$ cat src/rtl/hbfc_pkg.sv
`timescale 1ns / 1ps

package hbfc_pkg;

    localparam int ANGLE_FRAC_BITS = 16;
    localparam int ANGLE_WIDTH     = 40;

    // packed word widths, padded up to whole bytes
    localparam int IN_BITS     = 46 + ANGLE_WIDTH;
    localparam int IN_TDATA_W  = ((IN_BITS + 7) / 8) * 8;
    localparam int OUT_BITS    = 26 + ANGLE_WIDTH;
    localparam int OUT_TDATA_W = ((OUT_BITS + 7) / 8) * 8;

    localparam int CFG_ADDR_W = 1;
    localparam int CFG_DATA_W = 14;

    localparam logic [CFG_ADDR_W-1:0] CFG_LEVEL = 1'd0;
    localparam logic [CFG_ADDR_W-1:0] CFG_RPM   = 1'd1;

    localparam logic [3:0]  LEVEL_RESET = 4'd10;
    localparam logic [13:0] RPM_RESET   = 14'd8820;

    localparam logic [1:0] MODE_STOP   = 2'd0;
    localparam logic [1:0] MODE_SINGLE = 2'd2;

    localparam logic [1:0] SHOT_IDLE  = 2'd0;
    localparam logic [1:0] SHOT_ARMED = 2'd1;
    localparam logic [1:0] SHOT_FIRED = 2'd2;

    localparam logic [2:0] FS_CODE_RESET  = 3'd0;
    localparam logic [2:0] FS_CODE_HOMING = 3'd1;
    localparam logic [2:0] FS_CODE_SETTLE = 3'd2;
    localparam logic [2:0] FS_CODE_READY  = 3'd3;
    localparam logic [2:0] FS_CODE_FIRING = 3'd4;

    localparam logic [19:0] HEAT_MAX   = 20'd1048575;
    localparam logic [19:0] HEAT_SHOT  = 20'd100000;

    // angles in Q32 radians, rounded to the working fraction width
    localparam logic [63:0] PILL_Q32      = 64'd10194739610;
    localparam logic [63:0] HOME_STEP_Q32 = 64'd128849019;
    localparam logic [63:0] REV_STEP_Q32  = 64'd257698038;

    function automatic logic [ANGLE_WIDTH-1:0] to_q(input logic [63:0] q32);
        logic [63:0] s;
        s = (q32 + (64'd1 << (31 - ANGLE_FRAC_BITS))) >> (32 - ANGLE_FRAC_BITS);
        return s[ANGLE_WIDTH-1:0];
    endfunction

    localparam logic [ANGLE_WIDTH-1:0] PILL_STEP    = to_q(PILL_Q32);
    localparam logic [ANGLE_WIDTH-1:0] QUARTER_STEP = to_q(PILL_Q32 >> 2);
    localparam logic [ANGLE_WIDTH-1:0] HOME_STEP    = to_q(HOME_STEP_Q32);
    localparam logic [ANGLE_WIDTH-1:0] REV_STEP     = to_q(REV_STEP_Q32);

endpackage

$ cat src/rtl/heat_budget_fire_controller.sv
`timescale 1ns / 1ps

// heat budget fire controller, one word per 1 ms control tick
// slave channel (i_s_*): one tick word with mode, fire stick, limit switch,
// wheel speeds, measured feeder angle and the online / ready flags
// master channel (o_m_*): one result word per tick with the angle target,
// limit profile, heat level, shot status and fire state
// configuration: i_cfg_we writes i_cfg_wdata into register i_cfg_addr
// (0 robot level, 1 wheel target rpm); write only while no word is in flight
// pipeline: two register stages (input register, result register); a word
// held in the input register shows on o_m_tvalid from the result register
// throughput: one word per cycle while i_m_tready is high; the whole tick
// update is a single pass of compare and add logic between the two
// registers, state is written back at the same edge as the result
// stall: when the receiver holds i_m_tready low the result stays put, one
// more word is held in the input register, then o_s_tready drops
// reset: i_rst_n low at an edge clears both stages, the heat count, the
// angle target and the state machines, and restores level 10 and 8820 rpm
module heat_budget_fire_controller (
    input  logic                                i_clk,
    input  logic                                i_rst_n,
    input  logic                                i_cfg_we,
    input  logic [hbfc_pkg::CFG_ADDR_W-1:0]     i_cfg_addr,
    input  logic [hbfc_pkg::CFG_DATA_W-1:0]     i_cfg_wdata,
    input  logic                                i_s_tvalid,
    output logic                                o_s_tready,
    // fire_mode, fire_stick, limit_switch, right_wheel_rpm, left_wheel_rpm,
    // feeder_angle, feeder_online, wheels_ready, zero pad
    input  logic [hbfc_pkg::IN_TDATA_W-1:0]     i_s_tdata,
    output logic                                o_m_tvalid,
    input  logic                                i_m_tready,
    // angle_target, limit_profile, heat_level, shot_status, fire_state,
    // zero pad
    output logic [hbfc_pkg::OUT_TDATA_W-1:0]    o_m_tdata
);
    import hbfc_pkg::*;

    typedef enum logic [4:0] {
        ST_RESET  = 5'b00001,
        ST_HOMING = 5'b00010,
        ST_SETTLE = 5'b00100,
        ST_READY  = 5'b01000,
        ST_FIRING = 5'b10000
    } t_fire_state;

    typedef enum logic [1:0] {
        DET_START = 2'd0,
        DET_WAIT  = 2'd1,
        DET_ARMED = 2'd2,
        DET_FIRED = 2'd3
    } t_detect;

    localparam int AW = ANGLE_WIDTH;

    logic [3:0]           r_level;
    logic [13:0]          r_rpm;
    logic                 r_in_valid;
    logic [IN_BITS-1:0]   r_in_data;
    logic                 r_out_valid;
    logic [OUT_BITS-1:0]  r_out_data;

    t_fire_state          r_state, n_state;
    logic [6:0]           r_wait, n_wait;
    t_detect              r_det, n_det;
    logic [19:0]          r_heat, n_heat;
    logic [AW-1:0]        r_target, n_target;
    logic                 r_profile, n_profile;
    logic [OUT_BITS-1:0]  n_out_data;

    logic advance;
    logic step;

    assign advance    = !r_out_valid || i_m_tready;
    assign step       = r_in_valid && advance;
    assign o_s_tready = !r_in_valid || advance;
    assign o_m_tvalid = r_out_valid;
    assign o_m_tdata  = {{(OUT_TDATA_W - OUT_BITS){1'b0}}, r_out_data};

    // unpack the held word
    logic [1:0]         w_mode;
    logic signed [10:0] w_stick;
    logic               w_sw;
    logic signed [16:0] w_rr, w_lr, w_t;
    logic [AW-1:0]      w_meas;
    logic               w_online, w_ready;

    assign w_mode   = r_in_data[1:0];
    assign w_stick  = r_in_data[12:2];
    assign w_sw     = r_in_data[13];
    assign w_rr     = {{2{r_in_data[28]}}, r_in_data[28:14]};
    assign w_lr     = {{2{r_in_data[43]}}, r_in_data[43:29]};
    assign w_meas   = r_in_data[44 +: AW];
    assign w_online = r_in_data[44 + AW];
    assign w_ready  = r_in_data[45 + AW];
    assign w_t      = {3'b000, r_rpm};

    // level-dependent figures
    logic [3:0]  w_lvl;
    logic [7:0]  w_rate;
    logic [6:0]  w_margin;
    logic [19:0] w_limit;

    always_comb begin
        if (r_level == 4'd0) begin
            w_lvl = 4'd1;
        end else if (r_level > 4'd10) begin
            w_lvl = 4'd10;
        end else begin
            w_lvl = r_level;
        end
        if (w_lvl == 4'd1) begin
            w_rate = 8'd70;
        end else if (w_lvl == 4'd10) begin
            w_rate = 8'd220;
        end else begin
            w_rate = 8'({4'd0, w_lvl} << 4) + 8'd44;
        end
        w_margin = 7'd108 - 7'({3'd0, w_lvl} << 3);
        w_limit  = 20'({16'd0, w_lvl} - 20'd1) * 20'd40000;
    end

    logic w_fire_req, w_rev_req;
    assign w_fire_req = w_stick > 11'sd500;
    assign w_rev_req  = w_stick < -11'sd500;

    logic [20:0] w_heat_add;
    logic [19:0] w_heat_shot;
    logic        w_budget;
    logic [2:0]  w_state_code;
    logic [1:0]  w_shot;

    always_comb begin
        n_state   = r_state;
        n_det     = r_det;
        n_target  = r_target;
        n_profile = r_profile;
        n_wait    = (r_wait != 7'd0) ? r_wait - 7'd1 : 7'd0;
        w_heat_shot = r_heat;
        w_heat_add  = {1'b0, r_heat} + {1'b0, HEAT_SHOT};

        case (r_det)
            DET_START: begin
                n_det = DET_WAIT;
            end
            DET_WAIT: begin
                if (w_rr < 17'sd540 - w_t && w_lr > w_t - 17'sd540) begin
                    n_det = DET_ARMED;
                end
            end
            DET_ARMED: begin
                if (w_mode == MODE_STOP) begin
                    n_det = DET_WAIT;
                end else if (w_rr > 17'sd720 - w_t && w_rr < 17'sd2700 - w_t &&
                             w_lr < w_t - 17'sd720 && w_lr > w_t - 17'sd2700) begin
                    // speed dip on both wheels: a pellet went through
                    w_heat_shot = w_heat_add[20] ? HEAT_MAX : w_heat_add[19:0];
                    n_target    = w_meas;
                    n_det       = DET_FIRED;
                end
            end
            default: begin
            end
        endcase

        n_heat   = (w_heat_shot < {12'd0, w_rate}) ? 20'd0
                                                   : w_heat_shot - {12'd0, w_rate};
        w_budget = n_heat <= w_limit;

        if (w_online) begin
            case (r_state)
                ST_RESET: begin
                    if (n_wait == 7'd0 && w_ready) begin
                        n_state = w_sw ? ST_HOMING : ST_READY;
                        n_wait  = 7'd100;
                    end
                end
                ST_HOMING: begin
                    if (n_wait == 7'd0) begin
                        if (!w_sw) begin
                            n_wait  = 7'd2;
                            n_state = ST_SETTLE;
                        end else begin
                            n_target = n_target - HOME_STEP;
                            n_wait   = 7'd5;
                        end
                    end
                end
                ST_SETTLE: begin
                    if (n_wait == 7'd0) begin
                        n_target = n_target - QUARTER_STEP;
                        n_wait   = 7'd100;
                        n_state  = ST_READY;
                    end
                end
                ST_READY: begin
                    if (n_wait == 7'd0 && w_mode == MODE_SINGLE) begin
                        if (w_fire_req) begin
                            if (w_budget && n_det == DET_ARMED) begin
                                n_target  = n_target - PILL_STEP;
                                n_profile = 1'b0;
                                n_state   = ST_FIRING;
                                n_wait    = w_margin;
                            end else if (n_det == DET_FIRED) begin
                                n_det  = DET_WAIT;
                                n_wait = w_margin;
                            end else begin
                                n_wait = 7'd20;
                            end
                        end else if (w_rev_req) begin
                            n_profile = 1'b1;
                            n_target  = n_target + REV_STEP;
                            n_wait    = 7'd10;
                        end else begin
                            n_wait = 7'd10;
                        end
                    end
                end
                ST_FIRING: begin
                    if (!w_budget) begin
                        n_target = w_meas;
                    end
                    if (n_wait == 7'd0) begin
                        if (!w_fire_req && !w_rev_req) begin
                            n_det   = DET_WAIT;
                            n_wait  = w_margin;
                            n_state = ST_READY;
                        end else begin
                            n_wait = 7'd10;
                        end
                    end
                end
                default: begin
                end
            endcase
        end

        case (n_state)
            ST_RESET:  w_state_code = FS_CODE_RESET;
            ST_HOMING: w_state_code = FS_CODE_HOMING;
            ST_SETTLE: w_state_code = FS_CODE_SETTLE;
            ST_READY:  w_state_code = FS_CODE_READY;
            ST_FIRING: w_state_code = FS_CODE_FIRING;
            default:   w_state_code = FS_CODE_RESET;
        endcase

        case (n_det)
            DET_ARMED: w_shot = SHOT_ARMED;
            DET_FIRED: w_shot = SHOT_FIRED;
            default:   w_shot = SHOT_IDLE;
        endcase

        n_out_data = {w_state_code, w_shot, n_heat, n_profile, n_target};
    end

    always_ff @(posedge i_clk) begin
        if (!i_rst_n) begin
            r_level     <= LEVEL_RESET;
            r_rpm       <= RPM_RESET;
            r_in_valid  <= 1'b0;
            r_out_valid <= 1'b0;
            r_state     <= ST_RESET;
            r_wait      <= 7'd0;
            r_det       <= DET_START;
            r_heat      <= 20'd0;
            r_target    <= '0;
            r_profile   <= 1'b0;
        end else begin
            if (i_cfg_we) begin
                case (i_cfg_addr)
                    CFG_LEVEL: r_level <= i_cfg_wdata[3:0];
                    CFG_RPM:   r_rpm   <= i_cfg_wdata[13:0];
                    default: begin
                    end
                endcase
            end
            if (o_s_tready) begin
                r_in_valid <= i_s_tvalid;
            end
            if (advance) begin
                r_out_valid <= r_in_valid;
            end
            if (step) begin
                r_state   <= n_state;
                r_wait    <= n_wait;
                r_det     <= n_det;
                r_heat    <= n_heat;
                r_target  <= n_target;
                r_profile <= n_profile;
            end
        end
    end

    // payload registers
    always_ff @(posedge i_clk) begin
        if (o_s_tready && i_s_tvalid) begin
            r_in_data <= i_s_tdata[IN_BITS-1:0];
        end
        if (step) begin
            r_out_data <= n_out_data;
        end
    end

endmodule

$ cat config.mk
export PLATFORM = sky130hd
export DESIGN_NAME = heat_budget_fire_controller
export DESIGN_NICKNAME = d
export VERILOG_FILES = /design/src/rtl/hbfc_pkg.sv /design/src/rtl/heat_budget_fire_controller.sv
export SDC_FILE = /design/constraint.sdc
export NUM_CORES = 1
export LEC_CHECK = 0
export BUFFER_PORTS_ARGS = -buffer_cell sky130_fd_sc_hd__clkbuf_2
export CORE_AREA = 4 4 257 259
export CTS_CLUSTER_SIZE = 40
export DETAILED_ROUTE_END_ITERATION = 10
export DIE_AREA = 0 0 261 263
export PLACE_DENSITY_LB_ADDON = 0.12
export SETUP_SLACK_MARGIN = 0.2
export SYNTH_ARGS = -nofsm -noshare
export SYNTH_HDL_FRONTEND = slang
export SYNTH_SLANG_ARGS = --single-unit
$ cat constraint.sdc
create_clock -name i_clk -period 12.5 [get_ports i_clk]
set_clock_uncertainty 0.1 [all_clocks]
set_input_delay 0 -clock i_clk [delete_from_list [all_inputs] [get_ports i_clk]]
set_output_delay 0 -clock i_clk [all_outputs]
set_load 0.1 [all_outputs]
==> impl_results.md <==
- Outcome: complete, no violations
- CTS buffer count: 31
- Latest clock arrival within the worst-skew pair: slightly above 0.6 ns
- Unrepaired setup endpoints after global routing: no
- Via count: 23685
- GPL Wtd Cong: around 1
- Multi-input logic area: 0.0147 mm²
- Post-place instance area: roughly 0.024 mm²
- CP Max Fanout: 11
- Clock Power Share: 0.215
- Synth top area cells: edfxtp_1 21%, dfxtp_1 8.6%, ha_1 8.3%
- # hold bufs at CTS: 173
- Measured slew at the worst slew-check pin: 1.34 ns
- Setup bufs post-CTS: 0
- Drt first-iter violations: 2586
- Post-synthesis cell type count: 95
- Final ANT Viol Nets: 0
- Hold depth: 2
- Cell area after synthesis: 0.0222 mm²
- First-pass GRT wire length: 145 mm
- Total gr overflow: 0
- Fill cells: 6457
- Required time worst endpoint: 12.77 ns
- Kind of critical path: reg2reg
- Flops & latches, synth: ~250
- Final net count: 3289
- CP startpoint kind: flip-flop
- FP Rows: 93
- Fin. Hold Viols: 0
- Number of global-route vias before repair: 22654
- Avg Inst Size Synth: 8.05 µm²
- GRT Util Overall: 0.273
- Final Setup Violations: 0
- Max stage delay on crit path: 0.90 ns
- Max cap viols: 0
- Clock Sinks: 247
- Storage cell area: 0.00647 mm²
- Power share of the combinational group: 0.534
- PD cells: ~160 mW/mm²
- Synth area leader: edfxtp_1
- Post-synthesis async set-or-reset flop share: 0
- Commonest cells post-synth: 355 x nand2_1, 229 x nor2_1, 153 x a21oi_1, 152 x edfxtp_1, 148 x o21ai_0
- CP Capture Type: flip-flop
- Clk pin slew, worst setup/hold paths: 0.06 ns
- CP Data Arrival Time: about 12 ns
- Area growth, synth to finish: 20.5%
- Slew Viols, Final: 0
- H-tree depth: 1
- Clock root buffer: clkbuf_16
- Clock tree buffer depth: 3
- Rel. slew slack: 0.105
- Placeable Area: 0.0639 mm²
- Switching share of total power: 0.495
- Slowest cell on crit path: o41ai_4
- Max frequency: 88.2 MHz
- DRC errors left: 0
- Sequential fraction of the synthesis area: 0.292
- Reg power frac: 0.250
- DP HPWL: ~69 mm
- IO Count: ~180
- Power Total: approximately 4.3 mW
- Fin crit period: 11.33 ns
- Net Sw Power: 2.12 mW
- Leak pwr: 10.5 nW
- Most frequent CP cell: nand2_1
- Antenna violations before repair: 2
- Die Y: 263 µm
- Drt pass-1 iters: 6
- IO Port Bufs: 173
- Vias/cell: 6.07
- Pint: 2.17 mW
- Syn Inst Count: between 2000 and 3000
- Resized Gates After CTS: 0
- Synth Flop Type: edfxtp_1
- Die width: ~260 µm
- Top-count cell post-synth: nand2_1
- Maximum number of pins on one net before global-route repair: 128
- Antenna cells: 0
- WL final: 98.1 mm
- Final period util: 0.907
- Die area: 0.0686 mm²
- Worst vdd ir: ~0.27 mV
- DP Worst Slack: around 1.4 ns
- Post-DR wirelength/cell: 25.1 µm
- CTS tree: yes
- Worst min-delay path class: in2reg
- Layout cells sized above 1: 0.116
- Setup tns final: 0 ns
- Final worst setup slack: 1.17 ns
- Finished Cell Area: 0.0267 mm²
- Layout Utilization: 0.418
- Yosys warns: 0
- Worst r2r path cells: 40
- EDFF count, synth: roughly 150
- Starting density of the core: 0.347
- Top-area cell type share of the netlist area: 0.206
## layout make-up
cell class / count / area share
timing repair buffer: 405 / 0.114
inverter: 99 / 0.0141
clock buffer: 41 / 0.0320
multi-input combinational: 2241 / 0.551
sequential: 247 / 0.242
clock inverter: 17 / 0.00623
tap: 855 / 0.0401
## path summary, 6_finish.rpt
kind | start | endpoint | slack [ns]
min | i_s_tdata[74] | r_in_data[74] | 0.01
max reg2reg | r_rpm[4] | r_out_data[38] | 1.17
max | r_rpm[4] | r_out_data[38] | 1.17
min reg2reg | r_heat[4] | r_heat[4] | 0.36
## worst max-delay path: cells and delay by family, from the launching register on
| kind | cells | cell delay [ns] |
|---|---|---|
| AOI/OAI and AO/OA | 17 | 5.07 |
| and+or+nand+nor | 16 | 3.22 |
| adders and majority gates | 4 | 1.39 |
| DFF | 1 | 0.57 |
| muxes | 1 | 0.26 |
| buffers and inverters | 1 | 0.25 |
| xor gates and xnor gates | 1 | 0.22 |
## metal layers
| metal | track usage | vias up | part of all wire |
|---|---|---|---|
| met5 | 0 | - | 0.00013 |
| met1 | 0.390 | 11417 | 0.44 |
| li1 | - | 10746 | - |
| met4 | 0.0866 | 2 | 0.034 |
| met3 | 0.0619 | 234 | 0.10 |
| met2 | 0.408 | 1286 | 0.42 |
## per-stage QoR
step	hold slack [ns]	cells
2_1_floorplan	-0.00113	2771
3_3_place_gp	0.0771	3674
3_5_place_dp	0.0786	3674
4_1_cts	0.000393	3905
5_1_grt	0.00381	3905
6_report	0.0147	3905
## power by group through the flow
| stage | clock network, mW | registers, mW | logic, mW |
|---|---|---|---|
| 4_1_cts | 0.945 | 1.07 | 2.23 |
| 6_report | 0.923 | 1.07 | 2.29 |
| 2_1_floorplan | 0 | 1.28 | 1.23 |
| 5_1_grt | 0.979 | 1.08 | 2.43 |
| 3_3_place_gp | 0 | 1.09 | 2.16 |
| 3_5_place_dp | 0 | 1.09 | 2.19 |
## cells in the final DEF, fill, tap and decap left out, types with 15 or more instances in the layout
master	instances
a211oi_1	35
a21boi_0	32
a21o_1	26
a21oi_1	153
a221oi_1	15
a31oi_1	45
and2_1	30
and3_1	29
buf_4	58
clkbuf_16	32
clkbuf_2	172
conb_1	20
dfxtp_1	95
dlygate4sd3_1	173
edfxtp_1	152
ha_1	147
inv_1	96
mux2_2	16
mux2i_1	92
nand2_1	355
nand2b_1	19
nand3_1	88
nand4_1	48
nor2_1	229
nor2b_1	33
nor3_1	84
nor4_1	39
o211ai_1	32
o21a_1	18
o21ai_0	148
o22ai_1	16
o31ai_1	41
or3_1	26
xnor2_1	87
xor2_1	43
## state kept, by name, summed over array words and instances (netlist names), 2 cells and up
name        count
r_det           2
r_heat         20
r_in_data      86
r_level         4
r_out_data     66
r_rpm          14
r_state         5
r_target       40
r_wait          7
## cells by family after synthesis
family,Yosys count,synth area share
and+or+nand+nor,1061,0.229
AOI/OAI and AO/OA,766,0.235
buffers and inverters,283,0.0512
DFF,247,0.292
adders and majority gates,156,0.0911
xor gates and xnor gates,130,0.0514
muxes,108,0.0497
other,2,0.000339
No activity file was read; power rests on OpenSTA's default activity.
